## config.mk

```make
export PLATFORM = sky130hd
export DESIGN_NAME = mtc_div
export DESIGN_NICKNAME = d
export VERILOG_FILES = /design/src/hdl/assert_macros.svh /design/src/hdl/mtc_pkg.sv /design/src/hdl/mtc_div.sv
export SDC_FILE = /design/constraint.sdc
export NUM_CORES = 1
export LEC_CHECK = 0
export ABC_CLOCK_PERIOD_IN_PS = 8900
export BUFFER_PORTS_ARGS = -buffer_cell sky130_fd_sc_hd__buf_4
export CORE_MARGIN = 2
export CORE_UTILIZATION = 35
export DETAILED_ROUTE_END_ITERATION = 16
export PLACE_DENSITY = 0.47
export SYNTH_ARGS = -nofsm -noshare
export SYNTH_HDL_FRONTEND = slang
export SYNTH_SLANG_ARGS = --single-unit
```

## constraint.sdc

```tcl
create_clock -name clk -period 8.9 [get_ports clk]
set_clock_uncertainty 0.2 [all_clocks]
set_input_delay 0.445 -clock clk [delete_from_list [all_inputs] [get_ports clk]]
set_output_delay 0.445 -clock clk [all_outputs]
set_load 0.02 [all_outputs]
```

## src/hdl/assert_macros.svh

```systemverilog
// ---------------------------------------------------------------------------
// assert_macros.svh
// Assertion macros for the RTL; compiled out with NO_ASSERTIONS.
// ---------------------------------------------------------------------------
`ifndef ASSERT_MACROS_SVH
`define ASSERT_MACROS_SVH
`ifndef NO_ASSERTIONS
`define ASSERT_ALWAYS(lbl, clk, rst_n, prop) \
	lbl: assert property (@(posedge clk) disable iff (!rst_n) (prop)) \
		else $error("assertion failed");
`define ASSERT_NEXT(lbl, clk, rst_n, ante, cons) \
	lbl: assert property (@(posedge clk) disable iff (!rst_n) (ante) |=> (cons)) \
		else $error("assertion failed");
`else
`define ASSERT_ALWAYS(lbl, clk, rst_n, prop)
`define ASSERT_NEXT(lbl, clk, rst_n, ante, cons)
`endif
`endif

```

## src/hdl/mtc_pkg.sv

```systemverilog
// ---------------------------------------------------------------------------
// mtc_pkg
// Constants, types and triangle table logic for the tetra triangulator.
// ---------------------------------------------------------------------------
`default_nettype none
package mtc_pkg;
	localparam int SAMPLE_BITS_DEF = 16;
	localparam int INDEX_BITS_DEF = 10;
	localparam int WEIGHT_FRAC_BITS_DEF = 16;
	localparam int EDGE_BITS = 6;
	localparam int N_TET = 5;
	localparam int N_SLOT = 2 * N_TET;
	localparam int DIV_STEPS = 3;

	// corner code -> b-part bits {z, y, x}
	localparam logic [2:0] CORNER_B [8] = '{3'd0, 3'd1, 3'd5, 3'd4, 3'd2, 3'd3, 3'd7, 3'd6};
	localparam logic [2:0] TETRAS [N_TET][4] = '{
		'{3'd0, 3'd1, 3'd4, 3'd3},
		'{3'd2, 3'd3, 3'd6, 3'd1},
		'{3'd5, 3'd4, 3'd1, 3'd6},
		'{3'd7, 3'd6, 3'd3, 3'd4},
		'{3'd4, 3'd6, 3'd3, 3'd1}
	};

	typedef logic [EDGE_BITS-1:0] edge_t;
	typedef logic [2:0][EDGE_BITS-1:0] tri_t;
	typedef struct packed {
		logic v0;
		logic v1;
		tri_t t0;
		tri_t t1;
	} tet_t;

	function automatic int div_stages(input int qbits);
		return (qbits + DIV_STEPS - 1) / DIV_STEPS;
	endfunction

	function automatic edge_t edge_of(input logic [2:0] p, input logic [2:0] q);
		return (p < q) ? {p, q} : {q, p};
	endfunction

	function automatic tri_t mk(input logic [2:0] p0, input logic [2:0] q0,
			input logic [2:0] p1, input logic [2:0] q1,
			input logic [2:0] p2, input logic [2:0] q2);
		tri_t r;
		r[0] = edge_of(p0, q0);
		r[1] = edge_of(p1, q1);
		r[2] = edge_of(p2, q2);
		return r;
	endfunction

	// n = {nd, nc, nb, na}
	function automatic tet_t tetra_tris(input logic [3:0] n, input logic [2:0] a,
			input logic [2:0] b, input logic [2:0] c, input logic [2:0] d, input logic g);
		tet_t r;
		logic ab, ac, ad, bc, bd, cd;
		ab = n[0] ^ n[1];
		ac = n[0] ^ n[2];
		ad = n[0] ^ n[3];
		bc = n[1] ^ n[2];
		bd = n[1] ^ n[3];
		cd = n[2] ^ n[3];
		r = '0;
		if (ab || ac || ad) begin
			if (ab && ac && ad) begin
				r.v0 = 1'b1;
				r.t0 = (n[0] ^ g) ? mk(a, b, a, d, a, c) : mk(a, c, a, d, a, b);
			end else if (ab && bc && bd) begin
				r.v0 = 1'b1;
				r.t0 = (n[1] ^ g) ? mk(b, c, b, d, b, a) : mk(b, a, b, d, b, c);
			end else if (ac && bc && cd) begin
				r.v0 = 1'b1;
				r.t0 = (n[2] ^ g) ? mk(c, a, c, d, c, b) : mk(c, b, c, d, c, a);
			end else if (ad && bd && cd) begin
				r.v0 = 1'b1;
				r.t0 = (n[3] ^ g) ? mk(d, b, d, c, d, a) : mk(d, a, d, c, d, b);
			end else if (ab && bc && ad && cd) begin
				r.v0 = 1'b1;
				r.v1 = 1'b1;
				if (n[1] ^ g) begin
					r.t0 = mk(a, b, b, c, a, d);
					r.t1 = mk(b, c, c, d, a, d);
				end else begin
					r.t0 = mk(a, b, a, d, b, c);
					r.t1 = mk(b, c, a, d, c, d);
				end
			end else if (ad && ac && bc && bd) begin
				r.v0 = 1'b1;
				r.v1 = 1'b1;
				if (n[1] ^ g) begin
					r.t0 = mk(a, c, b, c, b, d);
					r.t1 = mk(a, c, b, d, a, d);
				end else begin
					r.t0 = mk(a, c, b, d, b, c);
					r.t1 = mk(a, c, a, d, b, d);
				end
			end else if (ab && ac && bd && cd) begin
				r.v0 = 1'b1;
				r.v1 = 1'b1;
				if (n[1] ^ g) begin
					r.t0 = mk(a, b, a, c, c, d);
					r.t1 = mk(a, b, c, d, b, d);
				end else begin
					r.t0 = mk(a, b, c, d, a, c);
					r.t1 = mk(a, b, b, d, c, d);
				end
			end
		end
		return r;
	endfunction
endpackage
`default_nettype wire

```

## src/hdl/mtc_div.sv

```systemverilog
// ---------------------------------------------------------------------------
// mtc_div
// Pipelined restoring divider: round(|lo| * 2^F / |lo - hi|).
// ---------------------------------------------------------------------------
`default_nettype none
module mtc_div #(
	parameter int SAMPLE_BITS = mtc_pkg::SAMPLE_BITS_DEF,
	parameter int WEIGHT_FRAC_BITS = mtc_pkg::WEIGHT_FRAC_BITS_DEF
) (
	input wire logic clk,
	input wire logic en,
	input wire logic signed [SAMPLE_BITS-1:0] lo,
	input wire logic signed [SAMPLE_BITS-1:0] hi,
	output logic [WEIGHT_FRAC_BITS:0] weight
);
	localparam int QB = WEIGHT_FRAC_BITS + 1;
	localparam int K = mtc_pkg::DIV_STEPS;
	localparam int NS = mtc_pkg::div_stages(QB);
	localparam int RB = SAMPLE_BITS + 1;
	localparam int DB = SAMPLE_BITS + WEIGHT_FRAC_BITS + 1;

	logic [RB-1:0] rem_s [NS+1];
	logic [QB-1:0] low_s [NS+1];
	logic [RB-1:0] den_s [NS+1];
	logic [QB-1:0] q_s [NS+1];

	logic signed [RB-1:0] diff;
	logic signed [RB-1:0] lo_x;
	logic [RB-1:0] den0;
	logic [RB-1:0] num0;
	logic [DB-1:0] dvd0;

	always_comb begin
		lo_x = {lo[SAMPLE_BITS-1], lo};
		diff = lo_x - {hi[SAMPLE_BITS-1], hi};
		den0 = diff[RB-1] ? RB'(-diff) : RB'(diff);
		num0 = lo_x[RB-1] ? RB'(-lo_x) : RB'(lo_x);
		dvd0 = {num0, {WEIGHT_FRAC_BITS{1'b0}}} + DB'(den0 >> 1);
	end

	always_ff @(posedge clk) begin
		if (en) begin
			rem_s[0] <= RB'(dvd0[DB-1:QB]);
			low_s[0] <= dvd0[QB-1:0];
			den_s[0] <= den0;
			q_s[0] <= '0;
		end
	end

	for (genvar j = 1; j <= NS; j++) begin : g_stage
		logic [RB-1:0] rem_d;
		logic [QB-1:0] low_d;
		logic [QB-1:0] q_d;
		always_comb begin
			logic [RB:0] t;
			rem_d = rem_s[j-1];
			low_d = low_s[j-1];
			q_d = q_s[j-1];
			for (int k = 0; k < K; k++) begin
				if ((j - 1) * K + k < QB) begin
					t = {rem_d, low_d[QB-1]};
					if (t >= {1'b0, den_s[j-1]}) begin
						rem_d = RB'(t - {1'b0, den_s[j-1]});
						q_d = {q_d[QB-2:0], 1'b1};
					end else begin
						rem_d = t[RB-1:0];
						q_d = {q_d[QB-2:0], 1'b0};
					end
					low_d = {low_d[QB-2:0], 1'b0};
				end
			end
		end
		always_ff @(posedge clk) begin
			if (en) begin
				rem_s[j] <= rem_d;
				low_s[j] <= low_d;
				den_s[j] <= den_s[j-1];
				q_s[j] <= q_d;
			end
		end
	end

	assign weight = q_s[NS];
endmodule
`default_nettype wire

```

---- Word-level counts from Yosys, hierarchy flattened ----
Memory sizes are Yosys's and may differ from the RTL's.
Cells that the tools add are included.
word-level totals
  flip-flop bits (word level) ............. 0
  RAM bits ................................ 476
  memories ................................ 4
operators by class
  add/sub/neg operators ................... 21
  order comparisons ....................... 17
  muxes and demuxes ....................... 38
memories
  memory  words  bits a word  read ports  clocked after Yosys merged registers in  wr ports  line           text
  den_s   7      17           6           0                                        7         mtc_div.sv:24  logic [RB-1:0] den_s [NS+1];
  low_s   7      17           6           0                                        7         mtc_div.sv:23  logic [QB-1:0] low_s [NS+1];
  q_s     7      17           7           0                                        7         mtc_div.sv:25  logic [QB-1:0] q_s [NS+1];
  rem_s   7      17           6           0                                        7         mtc_div.sv:22  logic [RB-1:0] rem_s [NS+1];
operators by type and width
  cell              number
  $mux W17          19
  $ge A18 B17 Y1    17
  $sub A17 B17 Y17  17
  $add A33 B16 Y33  1
  $mux W1           19
  $neg A16 Y17      1
  $neg A17 Y17      1
  $sub A16 B16 Y17  1

---- Depth between registers and ports, before layout ----
Gate-level depths: netlist of the first run.
An unclocked memory read counts as a cell.
  word-level depth ........................ 7
  mapped depth ............................ 39
  mapped depth without buffers ............ 34

---- Least setup slack after synthesis of the first run ----
Ideal clock, no wire load.
  path kind ............................... register to register
  start point ............................. memory den_s[3][8] (netlist bit)
  end point ............................... memory rem_s[4][11] (netlist bit) (data pin)
  arrival time ............................ 7.813 ns
  setup slack ............................. 0.626 ns
  cell stages (with the launch flop) ...... 39
  buffers on the path ..................... 6
  clock period less this slack ............ 8.274 ns
  cell sequence ........................... edfxtp_1 > inv_1 > ha_1 > inv_1 > fa_1 > a21o_1 > a21o_1 > a211oi_1 > nor2_1 > o211ai_1 > and2_1 > buf_2 > buf_1 > mux2_2 > ha_1 > nor2b_1 > o31ai_1 > a211oi_1 > (+3 left out) > o211a_1 > buf_2 > inv_1 > clkbuf_1 > clkbuf_1 > nor2_1 > a21oi_1 > fa_1 > a21o_1 > a221oi_1 > o21a_1 > o211ai_1 > a21oi_1 > o211a_1 > mux2_4 > inv_2 > buf_2 > a221o_1
RTL lines
  what                line
  start: declaration  mtc_div.sv:24
  end: declaration    mtc_div.sv:22

==> impl_metrics.yaml, run 1 <==
clocking:
  clkSinkCount: 266
  cts_buffers: 36
  cts_root_buffer: "clkbuf_16"
  h-tree-depth: 2
  clock_latency_ps: 560
  clock_path_buffers: 3
  clk_pin_slew_ps: 50
  cts_tree: "yes"
cells_and_area:
  area_growth_pct: 11.8
  nets: 3285
  drive_gt1_share_pct: 10.4
  fill_cells: 7411
  n_antenna_cell: 0
detailed_routing:
  num_vias: 21836
  dr.pass1.iters: 6
  ant_nets: 0
  routed_via_density: 5.57
  wl_per_cell_um: 19.4
  drtIter0Drc: 1412
  route.detailed.drc: 0
  routed_wirelength_um: 76200
floorplan:
  ios: 51
  dieWidth_um: 277
  start_util_pct: 35.2
  die_h_um: 277
  die_area_mm2: 0.0767
  rows: 100
  placeableCoreArea_mm2: 0.0741
timing:
  finalWorstSetupSlack_ps: 495
  fin_crit_sh_pct: 94.4
  slew_viol_final: 0
  max_slew_margin_pct: 33.7
  finalSetupViolations: 0
  period_needed_ps: 8410
  finalHoldViolCount: 0
  clock.fmax_mhz: 119
  tightest_slew_ps: 991
grt:
  grt_pass1_wl_um: 118000
  grt_remaining_overflow: 0
  grt_pass1_vias: 21222
  grtUsageTotal_pct: 19.3
  grt_max_degree: 178
  antenna_found_initial: 0
critical_path:
  cp-end-kind: "register"
  cp-start-kind: "register"
  crit_slowest_cell: "fa_1"
  worst-path-max-fanout: 16
  crit_required_ps: 8980
  critPathKind: "register to register"
  rrSetupSlack_ps: 490
  cp.arrival_ps: 8490
  cpPeakStageDelay_ps: 420
min_path:
  hp-class: "input port to register"
logic_synthesis:
  yosys_most_used_dff: "edfxtp_1"
  yosysWarnings: 0
  syn_avg_cell_area_um2: 9.17
  synthesis.area_mm2: 0.0261
  synthesis.nets: 3199
  ys_seq_area_share_pct: 30.6
  ys_types: 97
  synthArstFlopShare_pct: 0
  netlist_instances: 2841
  synth-edff-count: 266
  synth_seq_cells: 266
status:
  outcome: "complete, no violations"
place:
  place.gp.congestion: 0.899
  place.port_buffers: 50
  dp_hpwl_um: 60600
  place_ws_ps: -76.3
job:
  maxCapViolCount: 0
## stage by stage
stage	utilization (%)	setup TNS [ps]	hold WS, ps	cell area, um2	cells
6_report	39.3	0	46.4	29100	3923
5_1_grt	39.3	-91.2	20.6	29100	3923
4_1_cts	39.2	0	2.90	29000	3914
3_5_place_dp	37.4	-529	205	27700	3841
3_3_place_gp	37.4	0	201	27700	3841
2_1_floorplan	-	0	200	26100	2841
## state kept, by name, summed over array words and instances (netlist names)
signal and count:
rem_s 101, den_s 101, q_s 62, low_s 2
## synthesized netlist by cell type, types with 29 or more instances
cell type | count | area (um2)
o21ai_0 | 172 | 861
ha_1 | 307 | 3840
xnor2_1 | 153 | 1340
inv_1 | 227 | 852
a31oi_1 | 29 | 181
a21o_1 | 82 | 616
a221o_1 | 32 | 320
mux2i_1 | 31 | 310
nor3_1 | 62 | 310
xor2_1 | 81 | 709
and3_1 | 34 | 213
o21bai_1 | 32 | 240
clkbuf_1 | 32 | 120
o21a_1 | 45 | 338
edfxtp_1 | 266 | 7990
mux2_2 | 82 | 923
nand3_1 | 72 | 360
nor2b_1 | 41 | 257
nand2b_1 | 30 | 188
a21oi_1 | 193 | 966
nand2_1 | 203 | 762
nand4_1 | 43 | 269
nor2_1 | 204 | 766
## kinds of logic after synthesis
kind of cell             synth area share, %
AND/OR/NAND/NOR                         15.5
multiplexers                            5.17
buffers and inverters                   4.29
other                                 0.0144
flip-flops                              30.6
AO/OA/AOI/OAI                           20.5
XOR/XNOR                                7.86
adder cells (fa/ha/maj)                 16.0
## area by class of cell
cell class                 count  area [um2]  area share [%]
clock buffer                  43         948            3.26
clock inverter                22         274           0.941
inverter                     233         882            3.03
multi-input combinational   2288       17000            58.4
sequential                   266        7990            27.4
tap                          969        1210            4.16
timing repair buffer         102         816            2.80
## layout by cell type, fill, tap and decap left out, drive strengths merged, types with 72 or more instances in the layout
| cell | instances |
|---|---|
| xor2 | 81 |
| mux2 | 90 |
| nand2 | 203 |
| edfxtp | 266 |
| o21ai | 176 |
| inv | 233 |
| a21o | 82 |
| ha | 307 |
| nand3 | 72 |
| a21oi | 195 |
| buf | 95 |
| nor2 | 205 |
| xnor2 | 153 |
## worst max-delay path: cells and delay by family, from the launching register on
| family | cells | cell delay (ps) |
|---|---|---|
| AOI/OAI and AO/OA | 16 | 3670 |
| and+or+nand+nor | 5 | 830 |
| buffers and inverters | 7 | 1010 |
| DFF | 1 | 410 |
| adders and majority gates | 4 | 1300 |
| muxes | 2 | 700 |
## final timing paths
check                         start                     to  cells past startpoint
max          den_s[1][14]$_DFFE_PP_  rem_s[2][8]$_DFFE_PP_                     34
min                           lo[6]  rem_s[0][5]$_DFFE_PP_                      2
max reg2reg  den_s[1][14]$_DFFE_PP_  rem_s[2][8]$_DFFE_PP_                     34
min reg2reg     q_s[4][0]$_DFFE_PP_    q_s[5][3]$_DFFE_PP_                      0
## layer usage
metal  global-route usage (%)  share of wire, %  vias to the layer above  wire (um)
li1                         -                 -                    10800          -
met1                     25.5                46                    10446      35300
met2                     33.3                48                      481      36200
met3                     2.11               3.4                      109       2560
met4                     5.77               2.8                        0       2130
met5                        0                 0                        -          0
## what timing repair did
item,4_1_cts,5_1_grt
hold buffers,7,0
gates resized for setup,1,16
hold endpoints to repair,8,0
endpoints found under the setup margin,13,64
buffers inserted,1,9
pin swaps,0,4
gates cloned,0,0
Power of run 1 is left out: the tool's default activity adds up to more than one toggle a clock period on the data nets, which glitch-free logic cannot reach.
==> inputs of run 2 (changes only) <==
RECOVER_POWER = 100   (was default)
==> run 2 against run 1 <==
Effect of this change:
- the run now ends with max-capacitance violations, max-slew violations left
- setup slack worse by 17 ps
- final cell count stayed put
- clock-buffer cell count stayed put
- hold slack hardly changed
- first-iteration DRC count is 0.64% higher
- die area stayed put
- design area is 0.39% lower
- global-route usage stayed put
- fmax is 0.21% lower
- non-clock buffer count stayed put
- utilization is 0.15 points lower
- critical endpoint unchanged
- highest routed layer unchanged
==> impl_metrics.yaml, run 2 (same netlist as run 1, synthesis figures left out) <==
floorplan:
  die_area_mm2: 0.0767
  start_util_pct: 35.2
  die_h_um: 277
  dieWidth_um: 277
  ios: 51
  placeableCoreArea_mm2: 0.0741
  rows: 100
detailed_routing:
  routed_wirelength_um: 76200
  routed_via_density: 5.57
  num_vias: 21851
  dr.pass1.iters: 5
  wl_per_cell_um: 19.4
  drtIter0Drc: 1421
  route.detailed.drc: 0
  ant_nets: 0
critical_path:
  crit_buf_inv: 7
  worst-path-max-fanout: 16
  cp-start-kind: "register"
  critPathCapture: "rem_s[2][8]$_DFFE_PP_"
  startpoint: "den_s[1][14]$_DFFE_PP_"
  rr_worst_depth: 34
  cpPeakStageDelay_ps: 420
  cp_top_family: "compound AO/OA/AOI/OAI gates"
  critPathKind: "register to register"
  worstReg2RegEnd: "rem_s[2][8]$_DFFE_PP_"
  worstReg2RegStart: "den_s[1][14]$_DFFE_PP_"
  crit_required_ps: 8980
  cp.arrival_ps: 8500
  rrSetupSlack_ps: 480
  cp-end-kind: "register"
  path_depth: 34
  crit_slowest_cell: "fa_1"
grt:
  grt_remaining_overflow: 0
  grtUsageTotal_pct: 19.3
  met1_usage_pct: 25.5
  grt_use_met2_pct: 33.3
  grt_max_degree: 178
  grt_pass1_wl_um: 118000
  grt_use_met3_pct: 2.11
  antenna_found_initial: 0
  busiest_layer: "met2"
  grt_pass1_vias: 21222
place:
  dp_hpwl_um: 60600
  place.gp.congestion: 0.899
  dpl-instance-area_mm2: 0.0277
  place.port_buffers: 50
status:
  outcome: "finished, violations left"
  violations: "max-capacitance violations, max-slew violations"
clocking:
  clock_latency_ps: 560
  cts_tree: "yes"
  cts_root_buffer: "clkbuf_16"
  h-tree-depth: 2
  clk_pin_slew_ps: 50
  clkSinkCount: 266
  clock_path_buffers: 3
  cts_buffers: 36
cells_and_area:
  multi_input_area_mm2: 0.0170
  area_growth_pct: 11.3
  layout.area.seq_mm2: 0.00799
  nets: 3285
  fill_cells: 7436
  final_cell_mix: "ha_1, edfxtp_1, inv_1"
  n_antenna_cell: 0
  final_cell_area_mm2: 0.0290
  layout_commonest_cell: "ha_1"
  top_regs: "den_s x101, rem_s x101, q_s x62"
  drive_gt1_share_pct: 9.51
timing:
  clock.fmax_mhz: 119
  fin_crit_sh_pct: 94.6
  finalSetupViolations: 0
  slew_viol_final: 269
  finalHoldViolCount: 0
  period_needed_ps: 8420
  tightest_slew_ps: 5350
  max_slew_margin_pct: -257
job:
  maxCapViolCount: 2
min_path:
  hold_start: "lo[6]"
  hp-class: "input port to register"
[run 2: timing repair]
action	CTS	global route
endpoints found under the setup margin	13	64
hold buffers	7	0
endpoints found under the hold margin	8	0
buffers inserted	1	9
pin swaps	0	4
resized for setup	1	16
[run 2: area by class of cell]
cell class	count	area share, %
flip-flops and latches	266	27.5
repair buffers	102	2.46
clock inverters	22	0.944
multi-input cells	2288	58.6
clock buffers	43	3.27
well taps	969	4.18
inverters	233	3.04
[run 2: worst min-delay path by stage]
| stage | endpoint | slack, ps | cells past startpoint |
|---|---|---|---|
| finish | rem_s[0][5]$_DFFE_PP_ | 50 | 2 |
| global route | rem_s[0][5]$_DFFE_PP_ | 20 | 2 |
| CTS | rem_s[0][5]$_DFFE_PP_ | 3 | 2 |
| detailed placement | q_s[4][9]$_DFFE_PP_ | 200 | 0 |
| global placement | q_s[6][9]$_DFFE_PP_ | 200 | 0 |
| floorplan | q_s[2][3]$_DFFE_PP_ | 200 | 0 |
[run 2: per-layer routing]
layer  routed length, um  share of wire, %
met1               35300                46
met5                   0                 0
met2               36200                48
met4                2170               2.9
met3                2470               3.2
[run 2: per-stage QoR]
step | instances | setup slack [ps] | util [%] | hold slack (ps) | TNS (ps)
6_report | 3923 | 477 | 39.2 | 46.5 | 0
5_1_grt | 3923 | -78.4 | 39.2 | 20.6 | -571
4_1_cts | 3914 | 0.751 | 39.2 | 2.90 | 0
3_5_place_dp | 3841 | -76.3 | 37.4 | 205 | -529
3_3_place_gp | 3841 | 343 | 37.4 | 201 | 0
2_1_floorplan | 2841 | 626 | - | 200 | 0
[run 2: worst register-to-register path, delay by kind of cell (launching register included)]
kind | cells | cell delay, ps
AO/OA/AOI/OAI | 16 | 3700
flip-flops | 1 | 410
adder cells (fa/ha/maj) | 4 | 1300
buffers and inverters | 7 | 1010
AND/OR/NAND/NOR | 5 | 930
multiplexers | 2 | 610
Power of run 2 is left out for the same reason.
==> inputs of run 3 (changes only) <==
--- a/config.mk
+++ b/config.mk
@@ -11,2 +11,3 @@
 export CORE_UTILIZATION = 35
+export CTS_BUF_LIST = sky130_fd_sc_hd__clkbuf_4
 export DETAILED_ROUTE_END_ITERATION = 16
==> constraint.sdc (replaced) <==
create_clock -name clk -period 8.9 [get_ports clk]
set_clock_uncertainty 0.2 [all_clocks]
set_input_delay 1.335 -clock clk [delete_from_list [all_inputs] [get_ports clk]]
set_output_delay 1.335 -clock clk [all_outputs]
set_load 0.02 [all_outputs]
==> run 3 against run 2 <==
Effect of this change:
- the run still ends with max-capacitance violations, max-slew violations left
- register-to-register slack got worse by 90 ps
- via count grew 0.76%
- flip-flop and latch count unchanged
- routed wire length increased by 0.17%
- largest cell class unchanged
==> impl_metrics.yaml, run 3 (same netlist as run 1, synthesis figures left out) <==
job:
  maxCapViolCount: 2
critical_path:
  crit_buf_inv: 4
  cpMostUsedCell: "mux2_2"
  cp-start-kind: "register"
  worstReg2RegStart: "den_s[0][1]$_DFFE_PP_"
  cp-end-kind: "register"
  crit_slowest_cell: "fa_1"
  rr_worst_depth: 29
  cpPeakStageDelay_ps: 500
  worst-path-max-fanout: 12
  critPathKind: "register to register"
  rrSetupSlack_ps: 390
  worstReg2RegEnd: "rem_s[1][5]$_DFFE_PP_"
  cp.arrival_ps: 8850
  cp_top_family: "compound AO/OA/AOI/OAI gates"
  crit_required_ps: 9240
detailed_routing:
  num_vias: 22018
  routed_via_density: 5.51
  drtIter0Drc: 1360
  dr.pass1.iters: 6
  ant_nets: 0
  wl_per_cell_um: 19.1
  route.detailed.drc: 0
  routed_wirelength_um: 76300
floorplan:
  rows: 100
  die_h_um: 277
  start_util_pct: 35.2
  die_area_mm2: 0.0767
  ios: 51
  dieWidth_um: 277
  placeableCoreArea_mm2: 0.0741
timing:
  max_slew_margin_pct: -268
  holdWs_ps: 207
  slew_viol_final: 269
  finalWorstSetupSlack_ps: 390
  finalSetupViolations: 0
  finalHoldViolCount: 0
  clock.fmax_mhz: 118
  period_needed_ps: 8510
  fin_crit_sh_pct: 95.6
  tightest_slew_ps: 5520
min_path:
  holdPathStages: 0
  hold_start: "q_s[3][6]$_DFFE_PP_"
  whs_endpoint: "q_s[4][9]$_DFFE_PP_"
  hp-class: "register to register"
cells_and_area:
  area_growth_pct: 10.4
  nets: 3330
  layout_commonest_cell: "ha_1"
  final_cell_mix: "ha_1, edfxtp_1, inv_1"
  top_regs: "den_s x101, rem_s x101, q_s x62"
  drive_gt1_share_pct: 11.6
  fill_cells: 7461
  final_cells: 3996
place:
  place_ws_ps: -33.5
  dp_hpwl_um: 60900
  numPlacedInstances: 3849
  place.port_buffers: 50
  place.gp.congestion: 0.895
clocking:
  cts_buffers: 81
  clkSinkCount: 266
  hold_buffers: 0
  h-tree-depth: 3
  clock_path_buffers: 3
  cts_root_buffer: "clkbuf_4"
  clk_pin_slew_ps: 70
  clock_latency_ps: 830
  cts_tree: "yes"
status:
  violations: "max-capacitance violations, max-slew violations"
  outcome: "finished, violations left"
grt:
  antenna_found_initial: 2
  grt_max_degree: 176
  grt_remaining_overflow: 0
  grt_pass1_wl_um: 120000
  grt_pass1_vias: 21603
  grtUsageTotal_pct: 19.6
## run 3: changes by cell type in the layout (fill, tap and decap cells not counted), moves of 4 or more
cell / delta
buf_4: +5
bufinv_16: -5
clkbuf_1: -6
clkbuf_16: -37
clkbuf_4: +107
clkinv_1: +15
clkinv_2: -4
clkinvlp_4: +4
dlygate4sd3_1: -7
o21ai_1: +4
## run 3: through the flow
stage	setup TNS [ps]	util, %	cell area (um2)
2_1_floorplan	0	-	26100
3_3_place_gp	0	37.5	27800
3_5_place_dp	-151	37.5	27800
4_1_cts	0	38.8	28700
5_1_grt	-69.1	38.8	28800
6_report	0	38.8	28800
## run 3: worst max path at each step
stage / start / end / slack, ps / cells past startpoint
floorplan: den_s[3][8]$_DFFE_PP_ / rem_s[4][11]$_DFFE_PP_ / 630 / 38
global placement: den_s[0][1]$_DFFE_PP_ / rem_s[1][2]$_DFFE_PP_ / 230 / 29
detailed placement: den_s[1][14]$_DFFE_PP_ / rem_s[2][9]$_DFFE_PP_ / -30 / 33
CTS: den_s[1][14]$_DFFE_PP_ / rem_s[2][9]$_DFFE_PP_ / 5 / 33
global route: den_s[2][11]$_DFFE_PP_ / rem_s[3][14]$_DFFE_PP_ / -20 / 32
finish: den_s[0][1]$_DFFE_PP_ / rem_s[1][5]$_DFFE_PP_ / 390 / 29
## run 3: repair_timing
item	CTS	global route
gates resized for setup	0	22
buffers inserted	0	9
setup endpoints to repair	0	80
## run 3: layout make-up
| type | instances | area (um2) | area share, % |
|---|---|---|---|
| Timing Repair Buffer | 102 | 712 | 2.47 |
| Multi-Input combinational cell | 2288 | 17000 | 59.1 |
| Sequential cell | 266 | 7990 | 27.8 |
| Tap cell | 969 | 1210 | 4.21 |
| Inverter | 233 | 890 | 3.09 |
| Clock buffer | 107 | 803 | 2.79 |
| Antenna cell | 3 | 7.51 | 0.0261 |
| Clock inverter | 28 | 153 | 0.531 |
## run 3: per-layer routing
layer	track usage (%)	part of all wire (%)
met1	26.0	46
met2	33.1	47
met3	2.64	4.0
met4	5.80	2.5
met5	0	0
Power of run 3 is left out for the same reason.
